### src/rtl/core/vbd_pkg.sv
// vbd_pkg: shared types and constants of the vp8 boolean decoder
// depends on nothing; imported by the interfaces' users, controller and datapath
`default_nettype none

package vbd_pkg;

    // item command codes
    typedef enum logic [1:0] {
        CMD_LOAD    = 2'd0,
        CMD_START   = 2'd1,
        CMD_BOOL    = 2'd2,
        CMD_LITERAL = 2'd3
    } t_cmd;

    // controller states
    typedef enum logic [2:0] {
        S_IDLE,
        S_DECODE,
        S_REFILL,
        S_FETCH_RD,
        S_FETCH_WR,
        S_EMIT
    } t_state;

    // fixed constants of the bool coder
    localparam logic [7:0] PROB_HALF   = 8'h80;
    localparam logic [7:0] RANGE_INIT  = 8'd255;
    localparam logic [6:0] COUNT_INIT  = 7'h78;   // minus eight
    localparam logic [3:0] LIT_MAX     = 4'd8;
    localparam logic [3:0] BYTE_BITS   = 4'd8;

    // controller to datapath
    typedef struct packed {
        logic capture;   // latch a bool or literal item
        logic literal;   // captured item is a literal
        logic load;      // write one byte into the store
        logic start;     // reset decoder state
        logic decode;    // one bool decode step
        logic refill;    // size the refill and update the exhausted flag
        logic fetch_wr;  // merge the fetched byte into the window
    } t_dp_cmd;

    // datapath to controller
    typedef struct packed {
        logic lit_zero;     // offered literal has no bits
        logic refill_due;   // decode step leaves the window short
        logic last_bit;     // decode step in progress is the item's last
        logic remain_zero;  // no decode steps left for the item
        logic fetch_none;   // refill needs no byte
        logic fetch_last;   // byte being merged is the refill's last
    } t_dp_status;

endpackage

`default_nettype wire

### src/rtl/core/vbd_ctrl.sv
// vbd_ctrl: item sequencer of the vp8 boolean decoder
// depends on vbd_pkg; commands vbd_dpath through t_dp_cmd
`default_nettype none

module vbd_ctrl (
    input  wire logic                 i_clk,
    input  wire logic                 i_rst_n,
    input  wire logic                 i_in_valid,
    input  wire logic [1:0]           i_in_cmd,
    input  wire logic                 i_out_free,
    input  wire vbd_pkg::t_dp_status  i_status,
    output logic                      o_in_ready,
    output logic                      o_emit,
    output vbd_pkg::t_dp_cmd          o_cmd
);
    import vbd_pkg::*;

    t_state r_state, n_state;
    logic   r_job_start, n_job_start;
    logic   accept;
    t_cmd   item_cmd;
    t_state resume;

    assign item_cmd = t_cmd'(i_in_cmd);
    assign accept   = i_in_valid && (r_state == S_IDLE);

    // where a finished refill hands back to
    always_comb begin
        if (r_job_start) begin
            resume = S_IDLE;
        end else if (i_status.remain_zero) begin
            resume = S_EMIT;
        end else begin
            resume = S_DECODE;
        end
    end

    // next state
    always_comb begin
        n_state     = r_state;
        n_job_start = r_job_start;
        case (r_state)
            S_IDLE: begin
                if (accept) begin
                    case (item_cmd)
                        CMD_LOAD: begin
                            n_state = S_IDLE;
                        end
                        CMD_START: begin
                            n_state     = S_REFILL;
                            n_job_start = 1'b1;
                        end
                        CMD_BOOL: begin
                            n_state     = S_DECODE;
                            n_job_start = 1'b0;
                        end
                        CMD_LITERAL: begin
                            n_state     = i_status.lit_zero ? S_EMIT : S_DECODE;
                            n_job_start = 1'b0;
                        end
                        default: begin
                            n_state = S_IDLE;
                        end
                    endcase
                end
            end
            S_DECODE: begin
                if (i_status.refill_due) begin
                    n_state = S_REFILL;
                end else if (i_status.last_bit) begin
                    n_state = S_EMIT;
                end
            end
            S_REFILL: begin
                n_state = i_status.fetch_none ? resume : S_FETCH_RD;
            end
            S_FETCH_RD: begin
                n_state = S_FETCH_WR;
            end
            S_FETCH_WR: begin
                n_state = i_status.fetch_last ? resume : S_FETCH_RD;
            end
            S_EMIT: begin
                if (i_out_free) begin
                    n_state = S_IDLE;
                end
            end
            default: begin
                n_state = S_IDLE;
            end
        endcase
    end

    // outputs
    always_comb begin
        o_in_ready     = (r_state == S_IDLE);
        o_emit         = (r_state == S_EMIT) && i_out_free;
        o_cmd.capture  = accept && ((item_cmd == CMD_BOOL) || (item_cmd == CMD_LITERAL));
        o_cmd.literal  = (item_cmd == CMD_LITERAL);
        o_cmd.load     = accept && (item_cmd == CMD_LOAD);
        o_cmd.start    = accept && (item_cmd == CMD_START);
        o_cmd.decode   = (r_state == S_DECODE);
        o_cmd.refill   = (r_state == S_REFILL);
        o_cmd.fetch_wr = (r_state == S_FETCH_WR);
    end

    always_ff @(posedge i_clk) begin
        if (!i_rst_n) begin
            r_state     <= S_IDLE;
            r_job_start <= 1'b0;
        end else begin
            r_state     <= n_state;
            r_job_start <= n_job_start;
        end
    end

endmodule

`default_nettype wire

### config.mk
export PLATFORM = sky130hd
export DESIGN_NAME = vbd_ctrl
export DESIGN_NICKNAME = d
export VERILOG_FILES = /design/src/rtl/core/vbd_pkg.sv /design/src/rtl/core/vbd_ctrl.sv
export SDC_FILE = /design/constraint.sdc
export NUM_CORES = 1
export LEC_CHECK = 0
export BUFFER_PORTS_ARGS = -buffer_cell sky130_fd_sc_hd__buf_2
export CAP_MARGIN = 20
export CELL_PAD_IN_SITES_DETAIL_PLACEMENT = 0
export CELL_PAD_IN_SITES_GLOBAL_PLACEMENT = 1
export CORE_MARGIN = 4
export CORE_UTILIZATION = 25
export DETAILED_ROUTE_END_ITERATION = 12
export GPL_TIMING_DRIVEN = 0
export PLACE_DENSITY = 0.72
export SLEW_MARGIN = 20
export SYNTH_ARGS = -nofsm -noshare
export SYNTH_HDL_FRONTEND = slang
export SYNTH_SLANG_ARGS = --single-unit
### constraint.sdc
create_clock -name i_clk -period 1.2 [get_ports i_clk]
set_input_delay 0.24 -clock i_clk [delete_from_list [all_inputs] [get_ports i_clk]]
set_output_delay 0.24 -clock i_clk [all_outputs]
set_load 0.01 [all_outputs]
# == Word level (Yosys, flattened, before mapping) ==
# Cells that the tools add are included.
# word_totals
ff_bits,4
latch_bits,0
ram_bits,0
rom_bits,0
in_bits,12
out_inout_bits,9
elab_cells,37
n_memories,0
# op_classes
add_sub_neg,0
multipliers,0
div,0
order_cmp,0
n_eq_ne,11
shifts,0
mux,12
bitwise,0
reduce_logical,12
# ops
operator,n
two-way mux 3 bit,9
one-hot mux 3 bit (6 select lines),1
one-hot mux 3 bit (4 select lines),1
"equality test 3 x 2 -> 1 bit, second input constant",2
"equality test 3 bit, second input constant",2
AND reduction 3 bit,2
logical AND 1 bit,5
"equality test 2 bit, second input constant",2
"equality test 3 x 1 -> 1 bit, second input constant",1
zero test 3 bit,1
"inequality test 3 bit, second input constant",1
"equality test 2 x 1 -> 1 bit, second input constant",1
zero test 2 bit,1
"inequality test 2 x 1 -> 1 bit, second input constant",1
"inequality test 2 bit, second input constant",1
one-hot mux 1 bit (2 select lines),1
nonzero test 2 bit,1
OR reduction 2 bit,1
logical OR 1 bit,1

# == Logic depth before layout (Yosys ltp) ==
# Gate-level depths: netlist (run 1).
# logic_depth
ltp_word,4
ltp_mapped,5
depth_no_buf,4

# == Worst setup path before layout (run 1) ==
# Ideal clock, no wire load.
# synth_timing
path_kind,register -> output
from,reg r_state[1]
to,out o_cmd[3] (netlist name)
arrival_ns,1.246
required_time_ns,0.960
setup_slack_ns,-0.286
stages_incl_launch_ff,5
path_buffers,1
cell_sequence,dfxtp_1 buf_2 nor3_2 nand2_1 nor3b_1
# synth_lines
element,line,source
start: declaration,vbd_ctrl.sv:18,"t_state r_state, n_state;"
start signal: assignment,vbd_ctrl.sv:112,r_state <= n_state;
end: declaration,vbd_ctrl.sv:14,output vbd_pkg::t_dp_cmd o_cmd

==> results of run 1 <==
state kept, by name, summed over array words and instances, names as in the netlist:
register / count
r_job_start: 1
r_state: 3
repair_timing:
item                       CTS  global route
cloned                       0             0
buffers inserted             5             1
setup endpoints to repair   11            12
hold buffers                 0             0
gates resized for setup     12             3
pin swaps                    5             4
layout make-up:
type	count	share of cell area (%)
buffer	3	4.50
multi-input combinational	47	52.3
timing repair buffer	25	22.5
clock buffer	3	3.38
sequential	4	13.7
inverter	1	0.563
tap	16	3.00
routing by layer:
metal  vias up  wire length, µm  part of all wire, %
met5         -                0                    0
met4         0               20                  1.5
met3         2               61                  4.4
li1        262                -                    -
met2        14              655                   48
met1       228              638                   46
worst max-delay path, cell delays in order, from the launching register on:
cell     delay (ns)
dfxtp_4        0.34
buf_6          0.11
nor3_4         0.16
nand2_2        0.09
nor3b_2        0.15
buf_2          0.15
power by group through the flow:
| stage | registers [mW] | clock network, mW | logic, mW |
|---|---|---|---|
| global placement | 0.255 | 0 | 0.711 |
| detailed placement | 0.252 | 0 | 0.705 |
| global route | 0.287 | 0.192 | 1.08 |
| CTS | 0.272 | 0.190 | 0.936 |
| finish | 0.280 | 0.178 | 0.993 |
| floorplan | 0.236 | 0 | 0.529 |
kinds of logic (layout without fill, tap and decap cells):
group,after synthesis,in the layout
buf+inv,4,32
compound gates,15,15
mux,2,2
flops,4,4
simple gates,30,30
worst max-delay path by stage:
| stage | to | slack (ns) |
|---|---|---|
| after floorplan | o_cmd[3] | -0.06 |
| after global placement | r_state[2] | -0.16 |
| after detailed placement | r_state[2] | -0.15 |
| after CTS | o_cmd[3] | -0.34 |
| after global routing | r_state[2] | -0.34 |
| final | o_cmd[3] | -0.29 |
cell usage after synthesis, types with 3 or more instances:
master	instances
buf_2	3
nor2b_1	3
a21oi_1	3
nand2_1	5
nand2b_1	3
nor3b_1	5
dfxtp_1	4
nor2_1	4
a2bb2oi_1	3
per-stage QoR:
| step | worst slack [ns] | hold WS (ns) | util [%] |
|---|---|---|---|
| 3_5_place_dp | -0.154 | 0.534 | 36.4 |
| 3_3_place_gp | -0.158 | 0.526 | 36.4 |
| 5_1_grt | -0.344 | 0.287 | 44.3 |
| 2_1_floorplan | -0.0579 | 0.370 | - |
| 4_1_cts | -0.342 | 0.265 | 43.3 |
| 6_report | -0.287 | 0.275 | 44.3 |
==> results.yml, run 1 <==
run_status:
  status: "complete, but fails checks"
  violations: "setup timing"
sta:
  fin_ws_ns: -0.287
  rsz0062_at_grt: "yes"
  finalSetupViolCount: 12
  finalCritPeriodShare_pct: 124
  fin_crit_ns: 1.49
  slew_violations: 0
  max_slew.worst_pin.slew_ns: 0.208
  fmax_mhz: 672
  relSlewSlack_pct: 86.0
  hold_viol: 0
  setup_tns_ns: -2.06
  clock_skew_ns: 0.00373
cts:
  tritoncts: "built"
  clock_latency_ns: 0.24
  clock-sinks: 4
  clk_pin_slew_ns: 0.04
  root_buffer: "clkbuf_4"
  cts_buffer_depth: 2
  cts_buffers: 3
  htreeDepth: 1
global_route:
  grt_usage_pct: 13.6
  grt_pass1_wl_um: 2170
  grt_max_degree: 11
  grt_overflow: 0
  grt_antenna_before_repair: 0
  top_usage_layer: "met2"
  use_met3_pct: 2.26
  grt_pass1_vias: 490
  grtUsageMet2_pct: 21.1
  met1_usage_pct: 17.4
floorplanning:
  die_w_um: 48.0
  core-area_mm2: 0.00151
  die_y_um: 48.0
  die-area_mm2: 0.00231
  initial_utilization_pct: 26.6
  ios: 21
  num_rows: 14
critical_path:
  critPathMaxFanout: 3
  reg2reg_depth: 5
  rr_endpoint: "r_state[2]"
  crit_start: "r_state[1]"
  start_kind: "flop"
  setup.worst_path.class: "reg2out"
  worstSetupEndpointType: "output port"
  worstPathRequired_ns: 0.96
  arrival_ns: 1.25
  rrSetupSlack_ns: -0.26
  timing.rr.start: "r_state[1]"
routing:
  drtPass1Iterations: 4
  vias_per_cell: 5.11
  routedWlPerCell_um: 13.9
  wirelength_um: 1380
  ant_nets: 0
  dr.first_iter.drc_count: 7
  drc: 0
  vias: 506
pwr:
  p_int_uw: 866
  power_leakage_nw: 0.295
  switching_share_pct: 40.3
  cellPowerDensity_mw_per_mm2: 2180
  peakVddDrop_uv: 1190
  switching_power_uw: 586
  total_power_mw: 1.45
  pwr-share-comb_pct: 68.4
  p_clk_share_pct: 12.3
  seq_power_share_pct: 19.3
synthesis:
  synth_fa_ha_area_share_pct: 0
  synthMuxAreaShare_pct: 5.00
  yosys.area.top_type_share_pct: 20.0
  synth_area_um2: 400
  ys_types: 26
  synth_edf_count: 0
  synthSimpleGateAreaFrac_pct: 44.1
  synth_xor_area_share_pct: 0
  async_flop_share_pct: 0
  synth_compound_area_share_pct: 26.2
  synth_seq_cells: 4
  synth_cells: 55
  yosysTopAreaCell: "dfxtp_1"
  synth_top_family_by_area: "simple AND/OR/NAND/NOR gates"
  yosysWarnings: 0
  yosys_most_used_dff: "dfxtp_1"
  synthTopCellsByArea: "dfxtp_1, nor3b_1, a2bb2oi_1"
  avgSynthCellArea_um2: 7.28
  ys_seq_area_share_pct: 20.0
  synth_nets: 67
cells_and_area:
  n_antenna_cell: 0
  multi_input_area_um2: 349
  final_common_cell: "buf_2"
  layout_common_cells: "buf_2, buf_4, buf_6, nor2_1, nand2_1"
  register_area_um2: 91.3
  drive_gt1_share_pct: 53.0
  area_growth_pct: 66.6
  fin_nets: 97
  final.fill_count: 164
  instances_no_fill: 99
  stdcell_area_um2: 667
place:
  dpl_cell_area_um2: 548
  hpwl_um: 856
  numPortBuffers: 20
  placedCellCount: 91
  gp_congestion: 0.734
worst_hold_path:
  hold_start: "i_status[5]"
  worstHoldEndpoint: "r_state[2]"
  worstHoldPathType: "in2reg"
  hold_depth: 3
run:
  cap_viol_max_count: 0
(Power assumes the default switching activity.)
==> run 2, diff against run 1 <==
==> constraint.sdc (replaced) <==
create_clock -name i_clk -period 1.35 [get_ports i_clk]
set_input_delay 0.2025 -clock i_clk [delete_from_list [all_inputs] [get_ports i_clk]]
set_output_delay 0.2025 -clock i_clk [all_outputs]
set_load 0.01 [all_outputs]
==> run 2 against run 1 <==
Effect of this change:
- the run still ends with setup timing left
- total power is 19% lower
- via count is 0.20% lower
- hold slack worse by 0.023 ns
- count of clock-buffer cells in the layout stayed put
- die area stayed put
- critical path depth stayed put
- clock power is 17% lower
- register-to-register slack better by 0.27 ns
- critical path type unchanged
- highest routed layer is now met3
==> results.yml, run 2 (synthesis results as in run 1) <==
routing:
  drc: 0
  vias: 505
  vias_per_cell: 5.10
  drtPass1Iterations: 4
  wirelength_um: 1200
  ant_nets: 0
  routedWlPerCell_um: 12.1
  dr.first_iter.drc_count: 3
critical_path:
  setup.worst_path.class: "reg2out"
  worstPathRequired_ns: 1.15
  critPathMaxFanout: 3
  reg2reg_depth: 4
  worstSetupEndpointType: "output port"
  arrival_ns: 1.27
  start_kind: "flop"
cells_and_area:
  layout_common_cells: "buf_2, buf_4, clkbuf_4, nor2_1, nand2_1"
  final_common_cell: "buf_2"
  largest_reg_flops: 3
  n_antenna_cell: 0
  stdcell_area_um2: 629
  reg_top3: "r_state (3), r_job_start (1)"
  top_register: "r_state"
  fin_nets: 97
  area_growth_pct: 57.2
  final.fill_count: 162
  drive_gt1_share_pct: 47.0
cts:
  clock_latency_ns: 0.23
  cts_buffers: 3
  clock-sinks: 4
  hold_buffers: 0
  cts_buffer_depth: 2
  htreeDepth: 1
  clk_pin_slew_ns: 0.04
  root_buffer: "clkbuf_4"
  tritoncts: "built"
sta:
  relSlewSlack_pct: 86.3
  clock_skew_ns: 0.00318
  rsz0062_at_grt: "yes"
  hold_viol: 0
  finalCritPeriodShare_pct: 109
  max_slew.worst_pin.slew_ns: 0.203
  fmax_mhz: 681
  finalSetupViolCount: 6
  fin_ws_ns: -0.119
  slew_violations: 0
  fin_crit_ns: 1.47
place:
  gp_congestion: 0.663
  numPortBuffers: 20
  dpl_cell_area_um2: 532
run_status:
  violations: "setup timing"
  status: "complete, but fails checks"
global_route:
  met1_usage_pct: 15.4
  grt_overflow: 0
  grt_pass1_wl_um: 1960
  grt_antenna_before_repair: 0
  grt_max_degree: 11
  grtUsageMet2_pct: 18.5
  top_usage_layer: "met2"
  grt_usage_pct: 11.9
  use_met3_pct: 2.26
  grt_pass1_vias: 446
pwr:
  peakVddDrop_uv: 912
  total_power_mw: 1.18
  power_leakage_nw: 0.289
  cellPowerDensity_mw_per_mm2: 1880
floorplanning:
  ios: 21
  initial_utilization_pct: 26.6
  die_w_um: 48.0
  die_y_um: 48.0
  die-area_mm2: 0.00231
  core-area_mm2: 0.00151
  num_rows: 14
run:
  cap_viol_max_count: 0
worst_hold_path:
  hold_depth: 3
  worstHoldPathType: "in2reg"
## run 2: cell types whose count changed in the layout (fill, tap and decap cells not counted)
cell      change
buf_6         -2
nand2b_1      +2
nand2b_4      -2
and3_1        +1
and3_4        -1
buf_2         +1
clkbuf_4      +1
dfxtp_1       +1
dfxtp_4       -1
or4_1         +1
or4_4         -1
## run 2: final timing paths
check,startpoint,end,slack [ns]
setup / recovery,r_state[1],o_cmd[6],-0.12
hold / removal,i_rst_n,r_state[1],0.25
setup reg to reg,r_state[0],r_state[2],0.01
hold reg to reg,r_job_start,r_job_start,0.58
## run 2: metrics by stage
stage          hold slack [ns]  util, %  worst slack [ns]  setup TNS, ns  std cells
6_report                 0.252     41.8            -0.119         -0.247         99
2_1_floorplan            0.340        -            0.0117              0         55
3_3_place_gp             0.501     35.3           -0.0175        -0.0220         91
3_5_place_dp             0.504     35.3           -0.0329        -0.0600         91
4_1_cts                  0.243     41.1            -0.113         -0.374         99
5_1_grt                  0.271     41.8            -0.200         -0.838         99
## run 2: final cells by class
| cell class | instances | area, µm² | area share, % |
|---|---|---|---|
| Tap cell | 16 | 20.0 | 3.18 |
| Sequential cell | 4 | 87.6 | 13.9 |
| Timing Repair Buffer | 25 | 144 | 22.9 |
| Multi-Input combinational cell | 47 | 325 | 51.7 |
| Clock buffer | 3 | 22.5 | 3.58 |
| Inverter | 1 | 3.75 | 0.596 |
| Buffer | 3 | 26.3 | 4.17 |
## run 2: report_power, final
part / leakage [nW] / internal, mW / switching, mW
logic: 0.241 / 0.447 / 0.365
clock network: 0.0138 / 0.0994 / 0.0475
registers: 0.0343 / 0.166 / 0.0584
## run 2: critical path, cell delays in order, from the launching register on
cell	delay (ns)
dfxtp_4	0.34
buf_6	0.12
nor3_4	0.13
buf_4	0.15
and3_1	0.16
buf_2	0.13
## run 2: metal layers
metal,vias to the layer above,wire length [µm]
li1,261,-
met1,236,580
met2,8,565
met3,0,51
met4,0,0
met5,-,0
## run 2: repair_timing
item / 4_1_cts / 5_1_grt
buffers inserted: 5 / 0
pin swaps: 6 / 1
endpoints found under the setup margin: 7 / 10
gates cloned: 0 / 0
resized for setup: 9 / 3
==> run 3, diff against run 2 <==
- CORE_MARGIN: 4 -> 2
==> run 3 against run 2 <==
Effect of this change:
- the flow still finishes with violations (setup timing)
- utilization shrank 1.0 points
- worst setup slack gained 0.022 ns
- non-clock buffer count shrank 2
- sequential cell count is the same
- combinational power shrank 8.3%
- largest power group unchanged
- highest routed layer unchanged
==> results.yml, run 3 (synthesis results as in run 1) <==
global_route:
  grt_antenna_before_repair: 0
  grt_max_degree: 11
  grt_pass1_vias: 445
  grt_pass1_wl_um: 1920
  grt_overflow: 0
  grt_usage_pct: 13.1
pwr:
  peakVddDrop_uv: 1060
  p_int_uw: 660
  switching_power_uw: 461
  cellPowerDensity_mw_per_mm2: 1820
  seq_power_share_pct: 20.3
  p_clk_share_pct: 13.2
  power_leakage_nw: 0.280
  pwr-share-comb_pct: 66.5
  switching_share_pct: 41.1
routing:
  drc: 0
  routedWlPerCell_um: 12.0
  dr.first_iter.drc_count: 2
  drtPass1Iterations: 4
  vias_per_cell: 5.15
  vias: 500
  ant_nets: 0
  wirelength_um: 1160
floorplanning:
  die-area_mm2: 0.00194
  num_rows: 14
  ios: 21
  die_y_um: 44.0
  core-area_mm2: 0.00151
  initial_utilization_pct: 26.6
  die_w_um: 44.0
critical_path:
  cp.depth: 5
  setup.worst_path.class: "reg2out"
  worstSetupEndpointType: "output port"
  slowest_stage: "dfxtp_4"
  start_kind: "flop"
  rr_endpoint: "r_state[2]"
  path_cells: "buf_6 > nor3_4 > nand2_2 > nor3_2 > buf_2"
  rrSetupSlack_ns: -0.02
  reg2reg_depth: 4
  worstPathRequired_ns: 1.15
  critPathMaxFanout: 4
  timing.rr.start: "r_state[0]"
  cp_top_family: "simple AND/OR/NAND/NOR gates"
  cp_slowest_stage_delay_ns: 0.34
  arrival_ns: 1.24
  critPathBufInv: 2
sta:
  fin_crit_ns: 1.45
  setup_tns_ns: -0.215
  whs_ns: 0.243
  rsz0062_at_grt: "yes"
  finalSetupViolCount: 4
  slew_violations: 0
  fmax_mhz: 691
  max_slew.worst_pin.slew_ns: 0.209
  fin_ws_ns: -0.0970
  hold_viol: 0
  clock_skew_ns: 0.00122
  finalCritPeriodShare_pct: 107
  relSlewSlack_pct: 85.9
run_status:
  status: "complete, but fails checks"
  violations: "setup timing"
worst_hold_path:
  hold_start: "i_status[5]"
  hold_depth: 3
  worstHoldEndpoint: "r_state[2]"
  worstHoldPathType: "in2reg"
cts:
  clock-sinks: 4
  tritoncts: "built"
  clk_pin_slew_ns: 0.04
  hold_buffers: 0
  htreeDepth: 1
  root_buffer: "clkbuf_4"
  cts_buffers: 3
  clock_latency_ns: 0.23
  cts_buffer_depth: 2
cells_and_area:
  layout_common_cells: "buf_2, buf_4, nor2_1, nand2_1"
  top_register: "r_state"
  drive_gt1_share_pct: 45.7
  n_antenna_cell: 0
  fin_nets: 95
  reg_top3: "r_state (3), r_job_start (1)"
  utilization_pct: 40.8
  area_growth_pct: 53.4
  final_common_cell: "buf_2"
  largest_reg_flops: 3
  stdcell_area_um2: 614
place:
  hpwl_um: 852
  dpl_cell_area_um2: 532
  numPortBuffers: 20
  gp_congestion: 0.733
run:
  cap_viol_max_count: 0
==> run 3: cell count changes in the layout (fill, tap and decap cells not counted) <==
cell and change:
buf_4 -1, clkbuf_4 -1
==> run 3: worst register-to-register path, cell delays in order, from the launching register on <==
cell,delay [ns]
dfxtp_1,0.35
or4_1,0.55
o211a_1,0.16
o21ai_1,0.13
a21oi_1,0.05
==> run 3: final cells by class <==
| cell class | instances | area, µm² |
|---|---|---|
| inverter | 1 | 3.75 |
| sequential | 4 | 87.6 |
| tap | 16 | 20.0 |
| timing repair buffer | 23 | 129 |
| multi-input combinational | 47 | 325 |
| fill | 153 | 892 |
| clock buffer | 3 | 22.5 |
| buffer | 3 | 26.3 |
==> run 3: metal layers <==
metal / GRT usage, % / vias to the layer above / share of wire, %
met5: 0 / - / 0
met4: 3.64 / 0 / 0
met3: 2.86 / 0 / 5.8
met2: 21.5 / 17 / 48
met1: 17.3 / 225 / 46
li1: - / 258 / -
==> run 3: worst max-delay path by stage <==
stage | startpoint | end | slack (ns)
2_1_floorplan | r_state[1] | o_cmd[4] | 0.01
3_3_place_gp | r_state[1] | o_cmd[3] | -0.03
6_report | r_state[1] | o_cmd[4] | -0.1
4_1_cts | r_state[1] | o_cmd[4] | -0.10
3_5_place_dp | r_state[1] | o_cmd[4] | -0.03
5_1_grt | r_state[1] | o_cmd[4] | -0.17
==> run 3: what timing repair did <==
action                                  4_1_cts  5_1_grt
pin swaps                                     4        0
gates resized for setup                       8        6
setup buffers                                 4        0
endpoints found under the setup margin        8        8
==> run 3: power groups by stage <==
stage | clock network (mW) | registers (mW) | logic [mW]
detailed placement | 0 | 0.218 | 0.610
finish | 0.147 | 0.228 | 0.745
CTS | 0.157 | 0.221 | 0.725
global placement | 0 | 0.218 | 0.611
global route | 0.166 | 0.230 | 0.813
floorplan | 0 | 0.202 | 0.452
==> run 3: per-stage QoR <==
step / setup slack, ns / power, mW / std cells
after floorplan: 0.0117 / 0.654 / 55
after global placement: -0.0283 / 0.829 / 91
after detailed placement: -0.0325 / 0.828 / 91
after CTS: -0.101 / 1.10 / 97
after global routing: -0.169 / 1.21 / 97
final: -0.0970 / 1.12 / 97
